### src/rtl/core/ffba_pkg.sv
// ----------------------------------------------------------------------------
// ffba_pkg
// Shared types and constants for the first-fit block allocator.
// ----------------------------------------------------------------------------
package ffba_pkg;

  localparam int POOL_WORDS = 16384;
  localparam int AW         = $clog2(POOL_WORDS);
  localparam int HDR_WORDS  = 2;
  // header size word: in-use flag above the payload size in words
  localparam int SIZE_W     = AW + 1;

  localparam logic [AW-1:0] POOL_FREE_SIZE = AW'(POOL_WORDS - HDR_WORDS);
  localparam logic [10:0]   SLACK_RESET    = 11'd4;
  localparam logic [10:0]   SLACK_MIN      = 11'(HDR_WORDS);

  typedef logic [AW-1:0] addr_t;
  typedef logic [15:0]   words_t;

  typedef struct packed {
    logic              size_we;
    logic              link_we;
    addr_t             waddr;
    logic [SIZE_W-1:0] size_wdata;
    addr_t             link_wdata;
    addr_t             raddr;
  } mem_req_t;

  typedef struct packed {
    logic        granted;
    logic [13:0] payload_index;
    logic [16:0] rounded_request_bytes;
    logic [16:0] largest_free_bytes;
    logic [16:0] total_free_bytes;
  } result_t;

endpackage

### src/rtl/core/ffba_out.sv
// ----------------------------------------------------------------------------
// ffba_out
// Output register holding one result until the receiver takes it.
// ----------------------------------------------------------------------------
module ffba_out import ffba_pkg::*; (
  input  logic        clk,
  input  logic        rst,
  input  logic        load,
  input  result_t     res,
  output logic        free,
  output logic        out_valid,
  input  logic        out_ready,
  output logic        granted,
  output logic [13:0] payload_index,
  output logic [16:0] rounded_request_bytes,
  output logic [16:0] largest_free_bytes,
  output logic [16:0] total_free_bytes
);

  assign free = !out_valid || out_ready;

  always_ff @(posedge clk) begin
    if (rst) begin
      out_valid <= 1'b0;
    end else if (load) begin
      out_valid <= 1'b1;
    end else if (out_ready) begin
      out_valid <= 1'b0;
    end
  end

  always_ff @(posedge clk) begin
    if (load) begin
      granted               <= res.granted;
      payload_index         <= res.payload_index;
      rounded_request_bytes <= res.rounded_request_bytes;
      largest_free_bytes    <= res.largest_free_bytes;
      total_free_bytes      <= res.total_free_bytes;
    end
  end

endmodule

### config.mk
export PLATFORM = sky130hd
export DESIGN_NAME = ffba_out
export DESIGN_NICKNAME = d
export VERILOG_FILES = /design/src/rtl/core/ffba_pkg.sv /design/src/rtl/core/ffba_out.sv
export SDC_FILE = /design/constraint.sdc
export NUM_CORES = 1
export LEC_CHECK = 0
export BUFFER_PORTS_ARGS = -buffer_cell sky130_fd_sc_hd__buf_2
export CORE_ASPECT_RATIO = 0.8
export CORE_UTILIZATION = 40
export DETAILED_ROUTE_END_ITERATION = 12
export GPL_ROUTABILITY_DRIVEN = 0
export PLACE_DENSITY_LB_ADDON = 0.15
export RECOVER_POWER = 50
export SYNTH_ARGS = -nofsm -noshare
export SYNTH_HDL_FRONTEND = slang
export SYNTH_SLANG_ARGS = --single-unit
### constraint.sdc
create_clock -name clk -period 0.8 [get_ports clk]
set_input_delay 0.12 -clock clk [delete_from_list [all_inputs] [get_ports clk]]
set_output_delay 0.12 -clock clk [all_outputs]
set_load 0.05 [all_outputs]
Yosys cells after proc, flatten, opt, wreduce, memory -nomap -nowiden
Cells that the tools add are included.
{"block": "classes", "n_mux": 2, "n_reduce_logical": 3}
{"op": "$mux W1", "n": 2}
{"op": "$reduce_bool A2 Y1", "n": 1}
{"op": "$logic_not A1 Y1", "n": 1}
{"op": "$logic_or A1 B1 Y1", "n": 1}
{"block": "word_totals", "inputBits": 70, "reg_bits": 67, "word_cells": 11, "output_inout_bits": 68}

Logic depth before layout (Yosys ltp)
{"block": "depth", "ltp_word": 2, "depth_mapped": 2, "mapped_depth_nobuf": 2}

Worst setup path before layout
Ideal clock, no wire load.
{"block": "synth_timing", "path_kind": "reg-to-reg", "startpoint": "reg out_valid (netlist name)", "endpoint": "reg out_valid", "required_ns": 0.733, "setup_ns": 0.067, "path_buffers": 0, "stages_incl_launch_ff": 3, "arrival_ns": 1.037, "period_less_slack_ns": 1.104, "setup_slack_ns": -0.304, "cell_sequence": "dfxtp_1 nand2b_4 a21oi_2"}
{"item": "to (signal assigned)", "line_no": "ffba_out.sv:24", "rtl": "out_valid <= 1'b0;"}
{"item": "to (signal assigned)", "line_no": "ffba_out.sv:26", "rtl": "out_valid <= 1'b1;"}
{"item": "to (signal assigned)", "line_no": "ffba_out.sv:28", "rtl": "out_valid <= 1'b0;"}
{"item": "to (decl)", "line_no": "ffba_out.sv:11", "rtl": "output logic out_valid,"}

Worst setup path in the final report
{"block": "layout_timing", "startpoint": "reg out_valid", "endpoint": "out free"}
{"block": "layout_via", "elab_chain_len": 2}
{"item": "$logic_not A1 Y1", "line_no": "ffba_out.sv:20", "rtl": "assign free = !out_valid || out_ready;"}
{"item": "$logic_or A1 B1 Y1", "line_no": "ffba_out.sv:20"}
{"item": "to (decl)", "line_no": "ffba_out.sv:10", "rtl": "output logic free,"}
No other way between the ends.

==> results.txt <==
* VDD IR-drop max: 1.57 mV
- The critical path in this run is classified as reg -> out.
- Std-Cell Core Area: 4730 um^2
- Internal reg-to-reg setup slack: ~60 ps
* Compound-Gate Fraction of Synth Area: less than 1%
* Reported leakage power: approximately 1.7 nW
* Number of routed nets with antenna violations: 0
- Sequential cell fraction of total power: a little under half
- FP Rows: 22
- Yosys attributes the largest share of cell area to sky130_fd_sc_hd__edfxtp_1 (98%), sky130_fd_sc_hd__dfxtp_1 (0.99%), sky130_fd_sc_hd__nand2b_4 (0.68%).
- Synthesis inferred between 60 and 70 register bits.
- Global routing used 22.1% of the available tracks across all layers.
- Cell internal power was estimated by the tool at approximately 6.4 mW.
- Die Footprint: between 5000 and 6000 um^2
- The most common cell in the synthesized netlist is sky130_fd_sc_hd__edfxtp_1.
* Largest area contributor in the netlist: sky130_fd_sc_hd__edfxtp_1
- The post-route netlist has between 50% and 60% of its cells at a drive strength greater than 1.
* Starting density of the core: a little over two fifths
- Measured against its own limit, the worst slew margin works out to a little over two thirds.
* Failing checks: setup timing
- Synthesis instantiated 5 different standard cells from the library.
- Yosys mapped a number of flops with a built-in enable equal to 66.
* CTS clock-pin slew for the worst setup and hold paths: 70 ps
- Share of synthesized area occupied by flip-flops and latches: 98.7%
* Max capacitance violation total: 0
- Clk pwr share: around 29%
- The first global-routing pass estimated 7930 um of wire.
* Hold_ws: 172 ps
- Mapped Nets: 140
- Avg Vias per Cell: roughly 4.4
- Power comes to around 9.0 mW.
- The finished layout holds 353 standard cells, fillers aside.
* Remaining global-route overflow: 0
* Count of TritonRoute iterations in the first routing pass: 4
* Average routed wire per standard cell: between 15 and 20 um
- Switching share of power: around 28%
- Kind of end point of the critical path: primary output
- Of the total power, combinational logic draws a little under a quarter.
- The worst hold path belongs to the class in -> reg.
- Once routing completed, OpenROAD measured the worst setup slack at -240 ps.
* Number of buffers inserted during clock tree synthesis: 9
* Least-Margin Pin Slew: approximately 460 ps
- Critical path peak fanout: 2
- Clock tree from TritonCTS: yes
- Entering global routing, the biggest net connects between 50 and 60 pins.
- In the synthesized netlist, the number of instances is 70.
* Post-Syn Area: a little over 2000 um^2
- Filler Cells Inserted: 221
- Adder-cell area share of the yosys netlist: 0%
- Critical Path AT: 920 ps
- Via count of the first global-routing pass: between 1,500 and 2,000
- Fraction of the mapped netlist area in simple logic gates: less than 1%
- Total wire length after detailed routing: 5610 um
- The startpoint identified for the worst register-to-register timing path is out_valid.
- The number of hold violations in the final report came to 0.
* Max Fclk: 962 MHz
- Depth of the most critical reg-to-reg path: 3
* CTS max path bufs: 2
* Antenna violations before repair: 0
- The repair_antennas step left the layout with diodes totalling 0.
- I/O pin count: roughly 140
- In this run the power density over the cells is between 2000 and 2500 nW/um^2.
- Synthesis-to-layout area growth: 102%
- The detailed router finished its first iteration with 67 violations.
- For this run, asynchronously set or reset flops after synthesis account for 0%.
- Net count, final: ~360
- Setup repair after global routing missed its margin: true
- Top-area cell type share of the netlist area: between 90 and 100%
- Averaged over all synthesized cells, the footprint is between 20 and 30 um^2.
- During synthesis, Yosys emitted a total of 0 warnings.
- Summed over all nets, the switching power comes to about 2.6 mW.
* Total placed cells including tap cells: about 270
* Capturing instance or port of the critical path: free
* Result of the run: finished with violations
- Multiplexer fraction of the synthesized cell area: 0%
- Startpoint type of the worst setup path: register
* Period utilization: 130%
- Prior to clock tree synthesis, the placed netlist has a worst setup slack of -49.3 ps.
- Ranking of synthesized cells by instance count: sky130_fd_sc_hd__edfxtp_1 (66), sky130_fd_sc_hd__a21oi_2 (1), sky130_fd_sc_hd__dfxtp_1 (1), sky130_fd_sc_hd__inv_1 (1), sky130_fd_sc_hd__nand2b_4 (1)
- Number of clock sinks: 67
- Combinational family with the most area after synthesis: simple AND/OR/NAND/NOR gates
* Detailed-placement wirelength estimate: 2800 um
* Xor/xnor share of the synthesized area: 0%
* Max H-tree Level: 3
- From bottom edge to top edge, the die measures between 60 and 70 um.
* Worst reg2reg path endpoint: out_valid
* Insertion delay of the later-clocked pin in the worst-skew pair: ~330 ps
* Min cycle time layout: roughly 1000 ps
* Total of endpoints with negative setup slack in the final report: a little under 70
* Number of vias in the routed layout: about 1,500
- The number of max-slew violations in the final report came to 0.
- CTS placed an instance of sky130_fd_sc_hd__clkbuf_8 at the clock tree root.
- For the final database, setup skew stands at 0 ps.
- Launch point of the worst path: out_valid
- Buffers added on ports: ~140
- From left edge to right edge, the die measures roughly 82 um.
- STA puts the critical path data required time at ~700 ps.
* Final routed DRC violation total: 0
- For this run, the leading register cell type out of synthesis is sky130_fd_sc_hd__edfxtp_1.
## final cells by class
cell class | count | area, um^2 | area share, %
sequential | 67 | 2010 | 48.9
timing repair buffer | 207 | 1810 | 44.2
clock buffer | 9 | 124 | 3.02
tap | 60 | 75.1 | 1.83
clock inverter | 7 | 58.8 | 1.43
multi-input combinational | 2 | 22.5 | 0.549
inverter | 1 | 3.75 | 0.0915
## cell usage in the layout, fill, tap and decap left out, drive strengths merged
cell type / count
bufinv: 1
a21oi: 1
edfxtp: 66
inv: 1
dlygate4sd3: 67
dfxtp: 1
clkinv: 6
clkbuf: 11
buf: 138
nand2b: 1
## power by group through the flow
stage | combinational (mW) | sequential (mW) | clock [mW]
6_report | 2.09 | 4.30 | 2.58
5_1_grt | 2.16 | 4.33 | 2.78
4_1_cts | 2.06 | 4.30 | 2.62
3_5_place_dp | 1.49 | 4.30 | 0
3_3_place_gp | 1.47 | 4.29 | 0
2_1_floorplan | 0.0177 | 5.29 | 0
## metrics by stage
step	setup TNS, ps	utilization, %	area [um^2]
floorplan	0	-	2030
global placement	-1250	59.6	2820
detailed placement	-2400	59.6	2820
CTS	-14800	86.7	4100
global route	-16210	86.6	4100
finish	-13500	86.6	4100
## worst max-delay path, stage by stage, from the launching register on
cell and delay, ps:
sky130_fd_sc_hd__dfxtp_4 370, sky130_fd_sc_hd__nand2b_4 70, sky130_fd_sc_hd__buf_8 150
## state kept, by name, indices dropped and copies added, names as in the netlist
| register | cells |
|---|---|
| largest_free_bytes | 17 |
| rounded_request_bytes | 17 |
| total_free_bytes | 17 |
| payload_index | 14 |
| granted | 1 |
| out_valid | 1 |
## kinds of logic (layout without fill, tap and decap cells)
| logic type | Yosys count | count (layout) |
|---|---|---|
| AO/OA/AOI/OAI | 1 | 1 |
| buffers and inverters | 1 | 224 |
| AND/OR/NAND/NOR | 1 | 1 |
| flip-flops | 67 | 67 |
## worst min path at each step
stage	cells after the start	end	slack, ps	from
final	4	out_valid	170	out_ready
after global routing	4	out_valid	160	out_ready
after CTS	3	out_valid	50	out_ready
after detailed placement	2	out_valid	270	rst
after global placement	2	out_valid	270	rst
after floorplan	1	out_valid	170	rst
## layer usage
metal / vias up / wire length [um] / GRT usage [%]
li1: 715 / - / -
met1: 709 / 1770 / 19.8
met2: 104 / 3150 / 41.1
met3: 11 / 603 / 11.3
met4: 0 / 82 / 8.55
met5: - / 0 / 0
## repair_timing
action,in CTS,in global routing
buffers inserted,0,1
pin swaps,0,0
cloned,0,0
hold buffers,67,0
gates resized for setup,137,1
endpoints found under the hold margin,67,0
setup endpoints to repair,68,68
Power figures use the tool's default switching activity.
