### config.mk
export PLATFORM = sky130hd
export DESIGN_NAME = ffba_ctrl
export DESIGN_NICKNAME = d
export VERILOG_FILES = /design/src/rtl/core/ffba_pkg.sv /design/src/rtl/core/ffba_ctrl.sv
export SDC_FILE = /design/constraint.sdc
export NUM_CORES = 1
export LEC_CHECK = 0
export ABC_CLOCK_PERIOD_IN_PS = 16400
export BUFFER_PORTS_ARGS = -buffer_cell sky130_fd_sc_hd__buf_2
export CORE_MARGIN = 2
export CORE_UTILIZATION = 50
export DETAILED_ROUTE_END_ITERATION = 16
export GPL_ROUTABILITY_DRIVEN = 0
export PLACE_DENSITY = 0.75
export SLEW_MARGIN = 20
export SYNTH_ARGS = -nofsm -noshare
export SYNTH_HDL_FRONTEND = slang
export SYNTH_SLANG_ARGS = --single-unit
### constraint.sdc
create_clock -name clk -period 16.4 [get_ports clk]
set_clock_uncertainty 0.15 [all_clocks]
set_input_delay 3.28 -clock clk [delete_from_list [all_inputs] [get_ports clk]]
set_output_delay 3.28 -clock clk [all_outputs]
set_load 0.02 [all_outputs]
### src/rtl/core/ffba_pkg.sv
// ----------------------------------------------------------------------------
// ffba_pkg
// Shared types and constants for the first-fit block allocator.
// ----------------------------------------------------------------------------
package ffba_pkg;

  localparam int POOL_WORDS = 16384;
  localparam int AW         = $clog2(POOL_WORDS);
  localparam int HDR_WORDS  = 2;
  // header size word: in-use flag above the payload size in words
  localparam int SIZE_W     = AW + 1;

  localparam logic [AW-1:0] POOL_FREE_SIZE = AW'(POOL_WORDS - HDR_WORDS);
  localparam logic [10:0]   SLACK_RESET    = 11'd4;
  localparam logic [10:0]   SLACK_MIN      = 11'(HDR_WORDS);

  typedef logic [AW-1:0] addr_t;
  typedef logic [15:0]   words_t;

  typedef struct packed {
    logic              size_we;
    logic              link_we;
    addr_t             waddr;
    logic [SIZE_W-1:0] size_wdata;
    addr_t             link_wdata;
    addr_t             raddr;
  } mem_req_t;

  typedef struct packed {
    logic        granted;
    logic [13:0] payload_index;
    logic [16:0] rounded_request_bytes;
    logic [16:0] largest_free_bytes;
    logic [16:0] total_free_bytes;
  } result_t;

endpackage

### src/rtl/core/ffba_ctrl.sv
// ----------------------------------------------------------------------------
// ffba_ctrl
// Sequencer: walks the header chain, grants or splits a block, and on
// refusal makes a second pass summing the free space.
// ----------------------------------------------------------------------------
module ffba_ctrl import ffba_pkg::*; (
  input  logic              clk,
  input  logic              rst,
  input  logic              in_valid,
  output logic              in_ready,
  input  logic [16:0]       request_bytes,
  input  logic              cfg_wr_en,
  input  logic [10:0]       cfg_wr_data,
  input  logic [SIZE_W-1:0] size_rdata,
  input  addr_t             link_rdata,
  output mem_req_t          mem_req,
  input  logic              res_free,
  output logic              res_load,
  output result_t           res
);

  localparam logic [2:0] S_IDLE     = 3'd0;
  localparam logic [2:0] S_FETCH    = 3'd1;
  localparam logic [2:0] S_EVAL     = 3'd2;
  localparam logic [2:0] S_SPLIT_LO = 3'd3;
  localparam logic [2:0] S_SPLIT_HI = 3'd4;
  localparam logic [2:0] S_SCAN     = 3'd5;
  localparam logic [2:0] S_DONE     = 3'd6;

  logic [2:0]  state;
  addr_t       h;
  words_t      words;
  logic [10:0] slack_cfg;
  logic        size0_ok;
  logic        link0_ok;
  addr_t       nh;
  addr_t       link_hold;
  addr_t       new_size;
  logic        granted_r;
  logic [13:0] payload_r;
  addr_t       max_size;
  logic [AW:0] total_free;

  logic        cur_flag;
  addr_t       cur_size;
  addr_t       cur_link;
  logic [10:0] slack_eff;
  logic        fits;
  addr_t       left;
  logic        split;
  addr_t       nh_calc;
  logic [17:0] bytes_up;
  words_t      words_calc;

  // entry 0 holds the reset header until the first write there
  always_comb begin
    if (h == '0 && !size0_ok) begin
      cur_flag = 1'b0;
      cur_size = POOL_FREE_SIZE;
    end else begin
      cur_flag = size_rdata[SIZE_W-1];
      cur_size = size_rdata[AW-1:0];
    end
    cur_link = (h == '0 && !link0_ok) ? '0 : link_rdata;
  end

  assign slack_eff  = (slack_cfg < SLACK_MIN) ? SLACK_MIN : slack_cfg;
  assign fits       = !cur_flag && (words <= words_t'(cur_size));
  assign left       = cur_size - AW'(words);
  assign split      = left >= AW'(slack_eff);
  assign nh_calc    = h + AW'(HDR_WORDS) + AW'(words);
  assign bytes_up   = {1'b0, request_bytes}
                    + ((request_bytes[1:0] != 2'b00) ? 18'd4 : 18'd0);
  assign words_calc = bytes_up[17:2];

  assign in_ready = (state == S_IDLE);
  assign res_load = (state == S_DONE) && res_free;

  always_comb begin
    res.granted               = granted_r;
    res.payload_index         = payload_r;
    res.rounded_request_bytes = 17'({words, 2'b00});
    res.largest_free_bytes    = granted_r ? 17'd0 : 17'({max_size, 2'b00});
    res.total_free_bytes      = granted_r ? 17'd0 : 17'({total_free, 2'b00});
  end

  always_comb begin
    mem_req            = '0;
    mem_req.raddr      = h;
    mem_req.waddr      = h;
    case (state)
      S_EVAL: begin
        mem_req.raddr = cur_link;
        if (fits && !split) begin
          mem_req.size_we    = 1'b1;
          mem_req.size_wdata = {1'b1, cur_size};
        end
      end
      S_SCAN: begin
        mem_req.raddr = cur_link;
      end
      S_SPLIT_LO: begin
        // new free header after the granted payload
        mem_req.size_we    = 1'b1;
        mem_req.link_we    = 1'b1;
        mem_req.waddr      = nh;
        mem_req.size_wdata = {1'b0, new_size};
        mem_req.link_wdata = link_hold;
      end
      S_SPLIT_HI: begin
        mem_req.size_we    = 1'b1;
        mem_req.link_we    = 1'b1;
        mem_req.size_wdata = {1'b1, AW'(words)};
        mem_req.link_wdata = nh;
      end
      default: begin
      end
    endcase
  end

  always_ff @(posedge clk) begin
    if (rst) begin
      state     <= S_IDLE;
      size0_ok  <= 1'b0;
      link0_ok  <= 1'b0;
      slack_cfg <= SLACK_RESET;
    end else begin
      if (cfg_wr_en) begin
        slack_cfg <= cfg_wr_data;
      end
      case (state)
        S_IDLE: begin
          if (in_valid) begin
            h     <= '0;
            words <= words_calc;
            state <= S_FETCH;
          end
        end
        S_FETCH: begin
          state <= S_EVAL;
        end
        S_EVAL: begin
          if (fits) begin
            granted_r <= 1'b1;
            payload_r <= 14'(h + AW'(HDR_WORDS));
            if (split) begin
              nh        <= nh_calc;
              link_hold <= cur_link;
              new_size  <= left - AW'(HDR_WORDS);
              state     <= S_SPLIT_LO;
            end else begin
              if (h == '0) begin
                size0_ok <= 1'b1;
              end
              state <= S_DONE;
            end
          end else if (cur_link == '0) begin
            // refused: rescan from the head for the free totals
            granted_r  <= 1'b0;
            payload_r  <= '0;
            max_size   <= '0;
            total_free <= '0;
            h          <= '0;
            state      <= S_SCAN;
          end else begin
            h <= cur_link;
          end
        end
        S_SPLIT_LO: begin
          state <= S_SPLIT_HI;
        end
        S_SPLIT_HI: begin
          if (h == '0) begin
            size0_ok <= 1'b1;
            link0_ok <= 1'b1;
          end
          state <= S_DONE;
        end
        S_SCAN: begin
          if (!cur_flag) begin
            if (cur_size > max_size) begin
              max_size <= cur_size;
            end
            total_free <= total_free + (AW+1)'(cur_size);
          end
          if (cur_link == '0) begin
            state <= S_DONE;
          end else begin
            h <= cur_link;
          end
        end
        S_DONE: begin
          if (res_free) begin
            state <= S_IDLE;
          end
        end
        default: begin
          state <= S_IDLE;
        end
      endcase
    end
  end

endmodule

# [Word-level counts from Yosys, hierarchy flattened]
# Index checks and enable logic that the tools add are counted.
[word_totals] register_bits=132 latch_bits=0 ramBits=0 mem_bits_ro=0 memories=0
[op_classes] addsub=6 mul=0 div=0 order_cmp=4 n_eq_ne=17 shifts=0 mux=42 bitwise=1 n_reduce_logical=28
[ops] operator="14-bit 2-to-1 mux" count=13
[ops] operator="15-bit 2-to-1 mux" count=4
[ops] operator="14-bit one-hot mux with 2 select lines" count=2
[ops] operator="15-bit one-hot mux with 3 select lines" count=1
[ops] operator="14-bit one-hot mux with 3 select lines" count=1
[ops] operator="15-bit one-hot mux with 2 select lines" count=1
[ops] operator="14-bit zero test" count=2
[ops] operator="3-bit 2-to-1 mux" count=7
[ops] operator="3-bit one-hot mux with 7 select lines" count=1
[ops] operator="2-bit != test (second input constant)" count=10
[ops] operator="17-bit by 3-bit adder with 18-bit output" count=1
[ops] operator="17-bit 2-to-1 mux" count=1
[ops] operator="16-bit by 14-bit <= comparator with 1-bit output" count=1
[ops] operator="16-bit 2-to-1 mux" count=1
[ops] operator="15-bit by 14-bit adder with 15-bit output" count=1
[ops] operator="14-bit adder" count=1
[ops] operator="14-bit by 2-bit adder with 14-bit output (second input constant)" count=1
[ops] operator="14-bit by 11-bit greater-or-equal comparator with 1-bit output" count=1
[ops] operator="14-bit > comparator" count=1
[ops] operator="14-bit subtractor" count=1
[ops] operator="14-bit by 2-bit subtractor with 14-bit output (second input constant)" count=1
[ops] operator="11-bit by 2-bit < comparator with 1-bit output (second input constant)" count=1
[ops] operator="11-bit 2-to-1 mux" count=1
[ops] operator="5-bit AND reduction" count=2
[ops] operator="other kinds (17)" count=41

# [Longest topological paths before layout]
[depth] word_depth=9 ltp_mapped=23 ltp_nobuf=19

# [Least setup slack after synthesis]
# No wires, ideal clock.
[synth_timing] path_kind="input -> output" from="input size_rdata[0]" to="output mem_req[29] (netlist name)" t_arrival_ns=7.140 t_required_ns=12.970 slack_ns=5.830 path_stages=17 path_buffers=1 cell_sequence="nand2_1 > ha_1 > fa_1 > nand2b_1 > a211oi_1 > nor4_1 > a311oi_1 > inv_1 > ha_1 > a21o_1 > a2111oi_0 > o31a_1 > o21ai_0 > a22oi_1 > nand4_2 > buf_6 > o21ai_0"
[synth_lines] item="start: declaration" line_no="ffba_ctrl.sv:14" rtl="input logic [SIZE_W-1:0] size_rdata,"
[synth_lines] item="end: declaration" line_no="ffba_ctrl.sv:16" rtl="output mem_req_t mem_req,"

==> flow_metrics.env <==
export IMPL_max_stage_delay_ns=0.52
export IMPL_whs_path_depth=2
export IMPL_fin_crit_sh=0.7047
export IMPL_grt_pass1_vias=7470
export IMPL_root_buffer="clkbuf_16"
export IMPL_clk_path_buf_depth=2
export IMPL_startpoint_type="input port"
export IMPL_wire_per_inst_um=19.14
export IMPL_layout_drive_gt1_share=0.2158
export IMPL_hold_end="slack_cfg[0]"
export IMPL_hold_worst_slack_ns=0.3498
export IMPL_fin_nets=1290
export IMPL_synth_avg_cell_area_sq_um=9.646
export IMPL_clk_pin_slew_ns=0.05
export IMPL_synthArstFlopShare=0
export IMPL_cellLeakagePower_nw=4.917
export IMPL_r2r_cells=19
export IMPL_via_count=8051
export IMPL_postCtsSetupBuffers=0
export IMPL_endpoint_kind="output port"
export IMPL_cts_buffers=17
export IMPL_die_area_sq_um=20160
export IMPL_die_y_um=142.0
export IMPL_clk_latency_ns=0.43
export IMPL_reg2reg_from="h[11]"
export IMPL_finalHoldViolCount=0
export IMPL_syn_to_final_growth_pct=16.81
export IMPL_ys_seq_area_frac=0.3995
export IMPL_grt_pass1_wl_mm=40.82
export IMPL_groute_usage_overall=0.2663
export IMPL_fillers=1590
export IMPL_cts_hold_buf=0
export IMPL_outcome="complete, no violations"
export IMPL_ys_flop_type="edfxtp_1"
export IMPL_drc=0
export IMPL_wl_mm=26.57
export IMPL_netlist_instances=987
export IMPL_power_density_nw_per_um2=137.7
export IMPL_cts_resized=0
export IMPL_stdcell_area_sq_um=11120
export IMPL_synth_area_sq_um=9520
export IMPL_place_hpwl_mm=20.64
export IMPL_hold_path_class="reg2reg"
export IMPL_regArea_sq_um=3804
export IMPL_cts_htree_levels=4
export IMPL_fmax_ghz=0.08653
export IMPL_cp_arrival_ns=8.13
export IMPL_period_needed_ns=11.56
export IMPL_rsz0062_at_grt="false"
export IMPL_path_class="in2out"
export IMPL_tightest_slew_ns=1.041
export IMPL_ios=189
export IMPL_synth_warning_count=0
export IMPL_setup_tns_ns=0
export IMPL_slew_limit_headroom=0.3063
export IMPL_dpl_cell_area_sq_um=10490
export IMPL_synth_seq_cells=132
export IMPL_clkSinkCount=132
export IMPL_final_antenna_net_count=0
export IMPL_first_pass_iters=5
export IMPL_path_max_fanout=16
export IMPL_cts_tree="yes"
export IMPL_drt_iter0_drc=676
export IMPL_synth_edf_count=116
export IMPL_cap_violations=0
export IMPL_synth_cell_type_count=72
export IMPL_multiInputGateArea_sq_um=5172
export IMPL_initial_utilization=0.5090
export IMPL_crit_slowest_cell="a211oi_1"
export IMPL_r2r_end="nh[10]"
export IMPL_diodes=0
export IMPL_die_x_um=142.0
export IMPL_vdd_drop_max_uv=86.98
export IMPL_crit_chain="buf_2 > nand2_1 > ha_1 > fa_1 > nand2b_1 > a211oi_1 > nor4_1 > a311oi_1 > inv_1 > ha_1 > a21o_1 > a2111oi_0 > o31a_1 > o21ai_0 > a22oi_1 > nand4_2 > o21ai_0 > buf_2"
export IMPL_cp_required_ns=12.97
export IMPL_num_rows=50
export IMPL_antenna_found_initial=0
export IMPL_ff2ff_setup_slack_ns=9.71
export IMPL_grt_max_degree=46
export IMPL_overflow=0
export IMPL_io_buffers=181
export IMPL_hp_start="slack_cfg[0]"
export IMPL_setup_violations=0
export IMPL_vias_per_cell=5.800
export IMPL_coreArea_sq_um=18710
export IMPL_finalPower_mw=1.531
export IMPL_maxSlewViolCount=0
cell usage in the layout, fill, tap and decap left out, types with 31 or more instances in the layout:
master      n
nor2b_1    41
ha_1       83
edfxtp_1  116
o21ai_0    40
xnor2_1    38
nor2_1    123
inv_1      71
nand2_1    31
buf_2     181
and2_1     35
cell families (layout without fill, tap and decap cells):
kind of cell             after synthesis  after routing  share of synthesized area
adder cells (fa/ha/maj)               86             86                     0.1154
multiplexers                          24             24                    0.02681
AO/OA/AOI/OAI                        201            201                     0.1473
buffers and inverters                130            291                    0.06151
AND/OR/NAND/NOR                      353            353                     0.1939
other                                  1              7                  0.0003939
XOR/XNOR                              60             60                    0.05520
flip-flops                           132            132                     0.3995
cell type report:
class | instances | share of cell area
inverters | 71 | 0.02396
clock buffers | 19 | 0.03893
flip-flops and latches | 132 | 0.3420
repair buffers | 189 | 0.08686
multi-input cells | 731 | 0.4651
well taps | 234 | 0.02633
clock inverters | 12 | 0.01676
through the flow:
stage | instances | util | setup WS [ns]
global route | 1388 | 0.5945 | 4.331
floorplan | 993 | - | 5.830
finish | 1388 | 0.5945 | 4.843
detailed placement | 1356 | 0.5606 | 4.943
CTS | 1387 | 0.5937 | 4.924
global placement | 1356 | 0.5606 | 5.068
worst max-delay path by stage:
stage / from / cells after the start / end / slack [ns]
finish: size_rdata[0] / 18 / mem_req[30] / 4.84
global route: size_rdata[0] / 18 / mem_req[31] / 4.33
CTS: size_rdata[0] / 18 / mem_req[31] / 4.92
detailed placement: size_rdata[0] / 18 / mem_req[31] / 4.94
global placement: size_rdata[0] / 18 / mem_req[31] / 5.07
floorplan: size_rdata[0] / 17 / mem_req[29] / 5.83
synthesized netlist by cell type, drive strengths merged, types with 6 or more instances:
cell type	count	share of area
nor2	123	0.048
edfxtp	116	0.37
ha	83	0.11
inv	71	0.028
o21ai	42	0.022
nor2b	41	0.027
xnor2	38	0.035
and2	37	0.025
buf	31	0.022
nand2	31	0.012
a21oi	28	0.015
clkbuf	28	0.011
a21o	26	0.021
nor3	24	0.014
nand3	22	0.012
xor2	22	0.020
a211oi	18	0.014
dfxtp	16	0.034
a22oi	15	0.012
and3	15	0.010
a22o	14	0.013
nor4	13	0.0085
mux2	12	0.014
mux2i	12	0.013
a31oi	11	0.0072
nand4	10	0.0072
o21a	9	0.0071
or3	8	0.0063
o211ai	7	0.0055
nand2b	6	0.0039
or2	6	0.0042
routing by layer:
| metal | track usage | vias up | share of wire |
|---|---|---|---|
| met5 | 0 | - | 0 |
| met4 | 0.1068 | 0 | 0.030 |
| met3 | 0.04475 | 49 | 0.075 |
| met2 | 0.4177 | 367 | 0.46 |
| met1 | 0.3688 | 3783 | 0.44 |
| li1 | - | 3852 | - |
critical path: cells and delay by family:
family	cells	cell delay [ns]
AOI/OAI and AO/OA	8	2.54
adders and majority gates	3	0.92
buffers and inverters	3	0.46
and+or+nand+nor	4	0.91
flip-flops by register name, indices dropped and copies added, names as in the netlist, 11 cells and up:
name	flops
h	14
link_hold	14
max_size	14
new_size	14
nh	14
payload_r	14
slack_cfg	11
total_free	15
words	16
report_power, final:
group	leakage [nW]	total (mW)	switching, mW	internal (mW)
registers	1.20	0.476	0.0533	0.423
logic	3.42	0.648	0.399	0.249
clock network	0.297	0.407	0.141	0.266
total	4.92	1.53	0.594	0.938
Note: power is estimated with default switching activity, not from simulation.
